File: src/rtl/sat_pkg.sv
// Shared types and constants for the section address translator.
// No dependencies; used by sat_cell and section_address_translator_top.
package sat_pkg;

  localparam int unsigned MaxSections = 16;
  localparam int unsigned IdxW        = $clog2(MaxSections);
  localparam int unsigned CntW        = 5;
  localparam int unsigned AddrW       = 32;

  typedef enum logic [1:0] {
    REQ_WRITE = 2'd0,
    REQ_I2F   = 2'd1,
    REQ_F2I   = 2'd2
  } req_e;

  typedef enum logic [1:0] {
    ST_OK     = 2'd0,
    ST_HDR    = 2'd1,
    ST_BEYOND = 2'd2,
    ST_NONE   = 2'd3
  } status_e;

  typedef enum logic {
    CFG_COUNT = 1'b0,
    CFG_ALIGN = 1'b1
  } cfg_e;

  // Transaction travelling down the cell chain, with its result so far.
  typedef struct packed {
    logic [1:0]       req_type;
    logic [IdxW-1:0]  entry_index;
    logic [AddrW-1:0] virt_start;
    logic [AddrW-1:0] virt_size;
    logic [AddrW-1:0] raw_offset;
    logic [AddrW-1:0] raw_size;
    logic [AddrW-1:0] lookup_addr;
    logic             done;
    logic [AddrW-1:0] out_addr;
    logic [1:0]       status;
    logic [IdxW-1:0]  hit_index;
    logic             hit_section;
  } tok_t;

  // Settings shared by every cell.
  typedef struct packed {
    logic [CntW-1:0]  count;
    logic [AddrW-1:0] align_mask;
  } cfg_t;

endpackage

File: src/rtl/sat_cell.sv
// One cell of the translator chain: holds one section entry and registers
// the passing transaction. Depends on sat_pkg.
module sat_cell (
  input  logic                          clk_i,
  input  logic                          rst_ni,
  input  logic                          adv_i,
  input  logic [sat_pkg::IdxW-1:0]      cell_idx_i,
  input  sat_pkg::cfg_t                 cfg_i,
  input  logic                          valid_i,
  input  sat_pkg::tok_t                 tok_i,
  output logic                          valid_o,
  output sat_pkg::tok_t                 tok_o
);

  logic [sat_pkg::AddrW-1:0] vstart_q, vsize_q, roff_q, rsize_q, rend_q;
  logic                      valid_q;
  sat_pkg::tok_t             tok_q, tok_d;
  logic                      active, is_first, wr_hit;
  logic [sat_pkg::AddrW-1:0] vend, vdiff;

  assign active   = cfg_i.count > sat_pkg::CntW'(cell_idx_i);
  assign is_first = (cell_idx_i == '0);
  assign wr_hit   = valid_i && (tok_i.req_type == sat_pkg::REQ_WRITE) &&
                    (tok_i.entry_index == cell_idx_i);
  assign vend     = vstart_q + ((vsize_q + cfg_i.align_mask) & ~cfg_i.align_mask);
  assign vdiff    = tok_i.lookup_addr - vstart_q;

  always_comb begin
    tok_d = tok_i;
    if (!tok_i.done && active) begin
      case (tok_i.req_type)
        sat_pkg::REQ_I2F: begin
          if (is_first && tok_i.lookup_addr < vstart_q) begin
            tok_d.done = 1'b1;
            if (tok_i.lookup_addr < roff_q) begin
              tok_d.out_addr = tok_i.lookup_addr;
              tok_d.status   = sat_pkg::ST_OK;
            end else begin
              tok_d.status   = sat_pkg::ST_HDR;
            end
          end else if (tok_i.lookup_addr < vend) begin
            tok_d.done        = 1'b1;
            tok_d.hit_index   = cell_idx_i;
            tok_d.hit_section = 1'b1;
            if (vdiff < rsize_q) begin
              tok_d.out_addr = vdiff + roff_q;
              tok_d.status   = sat_pkg::ST_OK;
            end else begin
              tok_d.status   = sat_pkg::ST_BEYOND;
            end
          end
        end
        sat_pkg::REQ_F2I: begin
          if (is_first && tok_i.lookup_addr < roff_q) begin
            tok_d.done     = 1'b1;
            tok_d.out_addr = tok_i.lookup_addr;
            tok_d.status   = sat_pkg::ST_OK;
          end else if (tok_i.lookup_addr < rend_q) begin
            tok_d.done        = 1'b1;
            tok_d.out_addr    = tok_i.lookup_addr - roff_q + vstart_q;
            tok_d.status      = sat_pkg::ST_OK;
            tok_d.hit_index   = cell_idx_i;
            tok_d.hit_section = 1'b1;
          end
        end
        default: ;
      endcase
    end
  end

  always_ff @(posedge clk_i or negedge rst_ni) begin
    if (!rst_ni) begin
      valid_q <= 1'b0;
    end else if (adv_i) begin
      valid_q <= valid_i;
    end
  end

  always_ff @(posedge clk_i) begin
    if (adv_i) begin
      tok_q <= tok_d;
      if (wr_hit) begin
        vstart_q <= tok_i.virt_start;
        vsize_q  <= tok_i.virt_size;
        roff_q   <= tok_i.raw_offset;
        rsize_q  <= tok_i.raw_size;
        rend_q   <= tok_i.raw_offset + tok_i.raw_size;
      end
    end
  end

  assign valid_o = valid_q;
  assign tok_o   = tok_q;

endmodule

File: config.mk
export PLATFORM = sky130hd
export DESIGN_NAME = sat_cell
export DESIGN_NICKNAME = d
export VERILOG_FILES = /design/src/rtl/sat_pkg.sv /design/src/rtl/sat_cell.sv
export SDC_FILE = /design/constraint.sdc
export NUM_CORES = 1
export LEC_CHECK = 0
export ABC_AREA = 1
export BUFFER_PORTS_ARGS = -buffer_cell sky130_fd_sc_hd__buf_2
export CORE_ASPECT_RATIO = 0.5
export CORE_UTILIZATION = 35
export CTS_CLUSTER_SIZE = 14
export DETAILED_ROUTE_END_ITERATION = 6
export SYNTH_ARGS = -nofsm -noshare
export SYNTH_HDL_FRONTEND = slang
export SYNTH_SLANG_ARGS = --single-unit
File: constraint.sdc
create_clock -name clk_i -period 11 [get_ports clk_i]
set_input_delay 1.65 -clock clk_i [delete_from_list [all_inputs] [get_ports clk_i]]
set_output_delay 1.65 -clock clk_i [all_outputs]
set_load 0.005 [all_outputs]
Yosys cells after proc, flatten, opt, wreduce, memory -nomap -nowiden:

Index checks and enable logic that the tools add are counted.
Widths: inputs -> output; s select.

* reduce and logical (&&, ||, !) cells: 9
* multiplexer cells: 12
* eq/ne operators: 3
* $lt $le $gt $ge: 6
* $add $sub $neg: 7
* bitwise gates (word level): 2

Operator list (count)
* $add 32x32->32: 5
* $lt 32x32->1: 5
* $mux 40: 3
* $pmux 40 s2: 1
* $mux 35: 2
* $mux 32: 2
* $sub 32x32->32: 2
* $and 32x32->32: 1
* $not 32->32: 1
* $mux 5: 2
* $gt 5x4->1: 1
* $logic_and 1x1->1: 5
* $eq 4x4->1: 1
* $logic_not 4->1: 1
* $eq 2x1->1 const B: 1
* $eq 2x2->1 const B: 1
* $logic_not 2->1: 1
* $mux 2: 1
* $reduce_and 2->1: 1
* $logic_not 1->1: 1
* $mux 1: 1

* input bits: 251
* register bits after elaboration: 367
* output and inout port bits: 207

Logic depth before layout (Yosys ltp):

Gate-level depths: netlist of run 1.

* depth in word-level cells: 8
* gate-level depth with buffers: 44
* depth with buffers taken out: 43

Least setup slack after synthesis of run 1:

OpenSTA, ideal clock, no wires.

* path type: input to register
* start: input tok_i[204] in the netlist's numbering
* end: register rend_q[0] in the netlist's numbering (enable)
* data required time: 9.929 ns
* arrival time: 17.286 ns
* path slack: -7.358 ns
* cell stages on the path: 5
* path buffers: 0
* cells stage by stage: inv_1 > ha_1 > o21ai_0 > a2111o_1 > nor4_1

* cells in the longest elaborated chain, start to end: 4

Ends and longest elaborated chain
* from (decl): RTL line sat_cell.sv:10 `input sat_pkg::tok_t tok_i,`
* $logic_not 2->1: RTL line sat_cell.sv:23 `assign wr_hit = valid_i && (tok_i.req_type == sat_pkg::REQ_WRITE) &&`
* $logic_and 1x1->1 (2 in series): RTL line sat_cell.sv:23
* $reduce_and 2->1 (no line)
* to (signal assigned): RTL line sat_cell.sv:87 `rend_q <= tok_i.raw_offset + tok_i.raw_size;`
* to (decl): RTL line sat_cell.sv:15 `logic [sat_pkg::AddrW-1:0] vstart_q, vsize_q, roff_q, rsize_q, rend_q;`

Every way passes these cells.
A chain may end at the register's enable or synchronous reset.

==> flow_metrics.tcl, run 1 <==
set metrics [dict create \
    design.core.area_sq_um 82200 \
    slew_viol_final 0 \
    cpMaxStageDelayCell "fa_1" \
    fp.dieH_microns 207 \
    dp_hpwl_mm 88.6 \
    fin_skew_ps 22.8 \
    syn_area_sq_um 29300 \
    min_period_ps 7250 \
    cts_tree "built" \
    num_rows 74 \
    avgViaCountPerCell 5.17 \
    ys.flop_type "edfxtp_1" \
    nNetsFinal 4734 \
    slew_headroom_pct 35.5 \
    ioPinCount 458 \
    ant_nets 0 \
    min_period_over_period_pct 65.9 \
    startpoint_type "input pin" \
    leakagePower_nw 16.7 \
    maxCapViolCount 0 \
    die_area_sq_um 84900 \
    gp_congestion 0.952 \
    yosysUniqueCellTypes 57 \
    cts_buffer_depth 3 \
    vias 27200 \
    endpoint_kind "register" \
    antenna_found_initial 12 \
    n_fill_cell 8451 \
    dp.cells 5189 \
    violations "DRC" \
    cts_buffers 40 \
    h-tree-depth 2 \
    cp.arrival_ps 7600 \
    cts-resized-gates 0 \
    synth-seq-cells 367 \
    finalHoldViolations 0 \
    post-route-drc-count 7 \
    hold_class "reg -> reg" \
    synth_nets 4266 \
    track_usage_pct 25.0 \
    grt_max_degree 158 \
    initial_core_util_pct 35.6 \
    final_cell_count_no_fill 5263 \
    ctsHoldBuffers 0 \
    cp_max_fo 29 \
    clock_sinks 367 \
    cts-root-buf "clkbuf_16" \
    path_class "in -> reg" \
    synth_cells 3661 \
    setup_viol 0 \
    first_global_vias 25800 \
    clkLatencyLatePin_ps 610 \
    cp_common_cell "nand2_1" \
    area_growth_pct 16.8 \
    dr.pass1.iters 7 \
    ir_drop_mv 0.0978 \
    critPathMaxStageDelay_ps 390 \
    grt_first_pass_wirelength_mm 159 \
    fmax_ghz 0.138 \
    post_dp_cell_area_sq_um 32900 \
    avgSynthCellArea_sq_um 8.00 \
    seq_area_frac_synth_pct 37.6 \
    layout-drive-gt1-share_pct 13.8 \
    die_w_microns 411 \
    overflow 0 \
    rsz0062_at_grt "false" \
    final_core_util_pct 41.6 \
    finalSetupTns_ps 0 \
    postCtsSetupBuffers 0 \
    status "complete, but fails checks" \
    synth_edf_count 366 \
    wire_per_inst_microns 20.8 \
    powerDensity_nw_per_um2 123 \
    drtIter0Drc 2306 \
    clk_pin_slew_ps 70 \
    async_reset_ff_share_pct 0.272 \
    ff_latch_area_sq_um 11000 \
    io_buffers 457 \
    synth_warnings 0 \
    multi_input_area_sq_um 15800 \
    worstMarginPinSlew_ps 967 \
    required_ps 11350 \
    routed_wl_mm 109 \
    final_area_sq_um 34200 \
]
-- routing by layer --
metal  vias up  GRT usage [%]  share of wire (%)
li1      13200              -                  -
met1     12900           36.9                 47
met2       926           39.2                 44
met3       146           2.71                6.3
met4         2           5.88                2.0
met5         -              0             0.0091
-- state kept, by name, summed over array words and instances (netlist names) --
signal,cells
tok_o,206
roff_q,32
vstart_q,32
rend_q,32
rsize_q,32
valid_o,1
vsize_q,32
-- synth_stat cells (7+ instances only) --
master / instances / area (sq um)
o21a_1: 35 / 263
o211ai_1: 10 / 75.1
o21ai_1: 29 / 145
and2_1: 8 / 50.1
nor3_1: 33 / 165
clkbuf_1: 14 / 52.6
a21o_1: 23 / 173
xor2_1: 73 / 639
a21boi_0: 7 / 52.6
nor4_1: 14 / 87.6
nor2_1: 238 / 893
a31oi_1: 12 / 75.1
ha_1: 318 / 3980
nand3_1: 267 / 1340
edfxtp_1: 366 / 11000
nand3b_1: 9 / 67.6
o21bai_1: 27 / 203
fa_1: 36 / 721
inv_2: 7 / 26.3
buf_2: 23 / 115
a21oi_1: 303 / 1520
nand4_1: 44 / 275
nand2_1: 920 / 3450
o21ai_0: 129 / 646
nand2_2: 7 / 43.8
inv_1: 597 / 2240
xnor2_1: 48 / 420
-- power breakdown --
group / leakage (nW) / switching [mW] / internal (mW)
registers: 3.47 / 0.0192 / 1.62
logic: 12.6 / 0.755 / 0.388
clock network: 0.633 / 0.659 / 0.775
total: 16.7 / 1.43 / 2.79
-- per-stage QoR --
| stage | hold WS, ps | power [mW] | setup slack (ps) |
|---|---|---|---|
| 5_1_grt | 565 | 4.43 | 3120 |
| 3_5_place_dp | 523 | 2.80 | 3170 |
| 2_1_floorplan | 517 | 2.36 | 3210 |
| 4_1_cts | 536 | 4.24 | 3800 |
| 6_report | 536 | 4.22 | 3750 |
| 3_3_place_gp | 514 | 2.79 | 3250 |
-- cell families after synthesis --
| logic type | share of synthesized area (%) |
|---|---|
| compound gates | 11.5 |
| xor+xnor | 3.62 |
| fa+ha+maj | 16.0 |
| buf+inv | 8.58 |
| flops | 37.6 |
| simple gates | 22.6 |
-- critical path: cells and delay by family --
family                     cells  cell delay (ps)
buffers and inverters          9             1180
and+or+nand+nor               17             1530
adders and majority gates      3              920
AOI/OAI and AO/OA             13             2250
-- path summary, 6_finish.rpt --
path | start | endpoint | slack [ps] | cells after the start
hold reg to reg | valid_o | valid_o | 540 | 2
min in group asynchronous | rst_ni | valid_o | 800 | 1
setup / recovery | cfg_i[0] | tok_o[15] | 3750 | 42
hold / removal | valid_o | valid_o | 540 | 2
max in group asynchronous | rst_ni | valid_o | 10110 | 1
setup reg to reg | vsize_q[0] | tok_o[15] | 4510 | 41
-- cell type report --
class | instances | share of cell area, %
tap | 1102 | 4.03
sequential | 367 | 32.2
clock buffer | 45 | 2.98
inverter | 606 | 6.66
multi-input combinational | 2643 | 46.2
clock inverter | 25 | 0.852
timing repair buffer | 471 | 7.10
antenna | 4 | 0.0293
-- cell usage in the layout, fill, tap and decap left out, types with 9 or more instances in the layout --
cell type  netlist  layout
nor4_1          14      13
a21o_1          23      23
o211ai_1        10      10
nor2_1         238     237
xnor2_1         48      48
o21bai_1        27      27
nand3_1        267     267
o21ai_1         29      29
o21ai_0        129     129
buf_2           23     456
edfxtp_1       366     366
ha_1           318     318
nor3_1          33      33
o21a_1          35      35
a21oi_1        303     302
fa_1            36      36
nand3b_1         9       9
a31oi_1         12      12
clkbuf_16        0      40
buf_4            4      12
nand4_1         44      44
xor2_1          73      73
inv_1          597     597
nand2_1        920     920
(Power assumes the default switching activity.)
==> run 2: changes to the inputs <==
Clock period 11 ns to 6.9 ns, I/O delays scaled along.
==> flow_metrics.tcl, run 2 (synthesis results as in run 1) <==
set metrics [dict create \
    status "complete, but fails checks" \
    violations "DRC" \
    vias 27500 \
    dp_hpwl_mm 89.7 \
    powerDensity_nw_per_um2 198 \
    cts_buffers 39 \
    ioPinCount 458 \
    first_global_vias 26000 \
    leakagePower_nw 16.8 \
    grt_max_degree 133 \
    dr.pass1.iters 7 \
    nNetsFinal 4748 \
    wirelength_met1_mm 51.6 \
    avgViaCountPerCell 5.21 \
    wl_met3_mm 7.67 \
    cts_buffer_depth 3 \
    num_rows 74 \
    largest_reg_flops 206 \
    slew_headroom_pct 32.4 \
    cp_common_cell "nand2_1" \
    setup_viol 0 \
    min_period_over_period_pct 91.7 \
    n_fill_cell 8431 \
    area_growth_pct 17.4 \
    fmax_ghz 0.158 \
    fp.dieH_microns 207 \
    layout-drive-gt1-share_pct 14.1 \
    cpMaxStageDelayCell "fa_1" \
    power.total_mw 6.81 \
    design.core.area_sq_um 82200 \
    antenna_found_initial 6 \
    fin_skew_ps 41.9 \
    postCtsSetupBuffers 0 \
    holdWs_ps 200 \
    h-tree-depth 2 \
    top_layer "met5" \
    hold_class "in -> async" \
    endpoint_kind "register" \
    routed_wl_mm 111 \
    overflow 0 \
    wire_per_inst_microns 21.0 \
    track_usage_pct 25.3 \
    clkLatencyLatePin_ps 620 \
    startpoint_type "input pin" \
    clk_pin_slew_ps 70 \
    min_period_ps 6330 \
    rsz0062_at_grt "false" \
    grt_first_pass_wirelength_mm 160 \
    slew_viol_final 0 \
    maxCapViolCount 0 \
    cts_tree "built" \
    layout_common_cells "nand2_1, inv_1, buf_2, edfxtp_1, ha_1" \
    ctsHoldBuffers 0 \
    cp.arrival_ps 6710 \
    critPathMaxStageDelay_ps 400 \
    die_area_sq_um 84900 \
    ant_nets 0 \
    finalHoldViolations 0 \
    mostFrequentLayoutCell "nand2_1" \
    ir_drop_mv 0.171 \
    worstMarginPinSlew_ps 1010 \
    gp_congestion 0.955 \
    cp_max_fo 29 \
    cts-resized-gates 0 \
    wl_met2_mm 48.8 \
    required_ps 7280 \
    rrSetupSlack_ps 720 \
    die_w_microns 411 \
    drtIter0Drc 2468 \
    post-route-drc-count 1 \
    path_class "in -> reg" \
    initial_core_util_pct 35.6 \
    clock_sinks 367 \
    cts-root-buf "clkbuf_16" \
    io_buffers 457 \
]
-- run 2: power by group --
part | internal (mW) | total (mW) | leakage [nW] | switching (mW)
Clock | 1.30 | 2.32 | 0.640 | 1.01
Combinational | 0.641 | 1.87 | 12.7 | 1.23
Sequential | 2.59 | 2.62 | 3.47 | 0.0328
-- run 2: worst max-delay path, delay by kind of cell --
kind	cells	cell delay, ps
AO/OA/AOI/OAI	10	2020
AND/OR/NAND/NOR	20	1880
buffers and inverters	9	740
adder cells (fa/ha/maj)	3	970
-- run 2: path summary, 6_finish.rpt --
kind / from / end / cells after the start
min in group clk_i: valid_o / valid_o / 2
min: rst_ni / valid_o / 1
max in group asynchronous: rst_ni / valid_o / 1
max reg2reg: vsize_q[2] / tok_o[11] / 35
max: cfg_i[0] / tok_o[11] / 42
min reg2reg: valid_o / valid_o / 2
-- run 2: cell type report --
type | count | area, sq um | area share, %
clock inverter | 22 | 322 | 0.935
antenna | 3 | 7.51 | 0.0218
multi-input combinational | 2643 | 15800 | 46.0
tap | 1102 | 1380 | 4.01
inverter | 606 | 2280 | 6.64
sequential | 367 | 11000 | 32.0
clock buffer | 43 | 991 | 2.88
timing repair buffer | 486 | 2580 | 7.49
-- run 2: stage by stage --
| step | std cells | TNS, ps | worst slack (ps) | utilization, % | area [sq um] |
|---|---|---|---|---|---|
| final | 5272 | 0 | 571 | 41.8 | 34400 |
| after global routing | 5270 | 0 | 12.5 | 41.8 | 34400 |
| after CTS | 5269 | 0 | 631 | 41.8 | 34400 |
| after detailed placement | 5204 | 0 | 21.9 | 40.2 | 33100 |
| after global placement | 5204 | 0 | 174 | 40.2 | 33100 |
| after floorplan | 3661 | -43410 | -271 | - | 29300 |
-- run 2: metal layers --
metal	GRT usage, %	up-vias
met5	0	-
met1	36.5	13100
met4	6.03	2
li1	-	13200
met2	39.8	989
met3	3.43	141
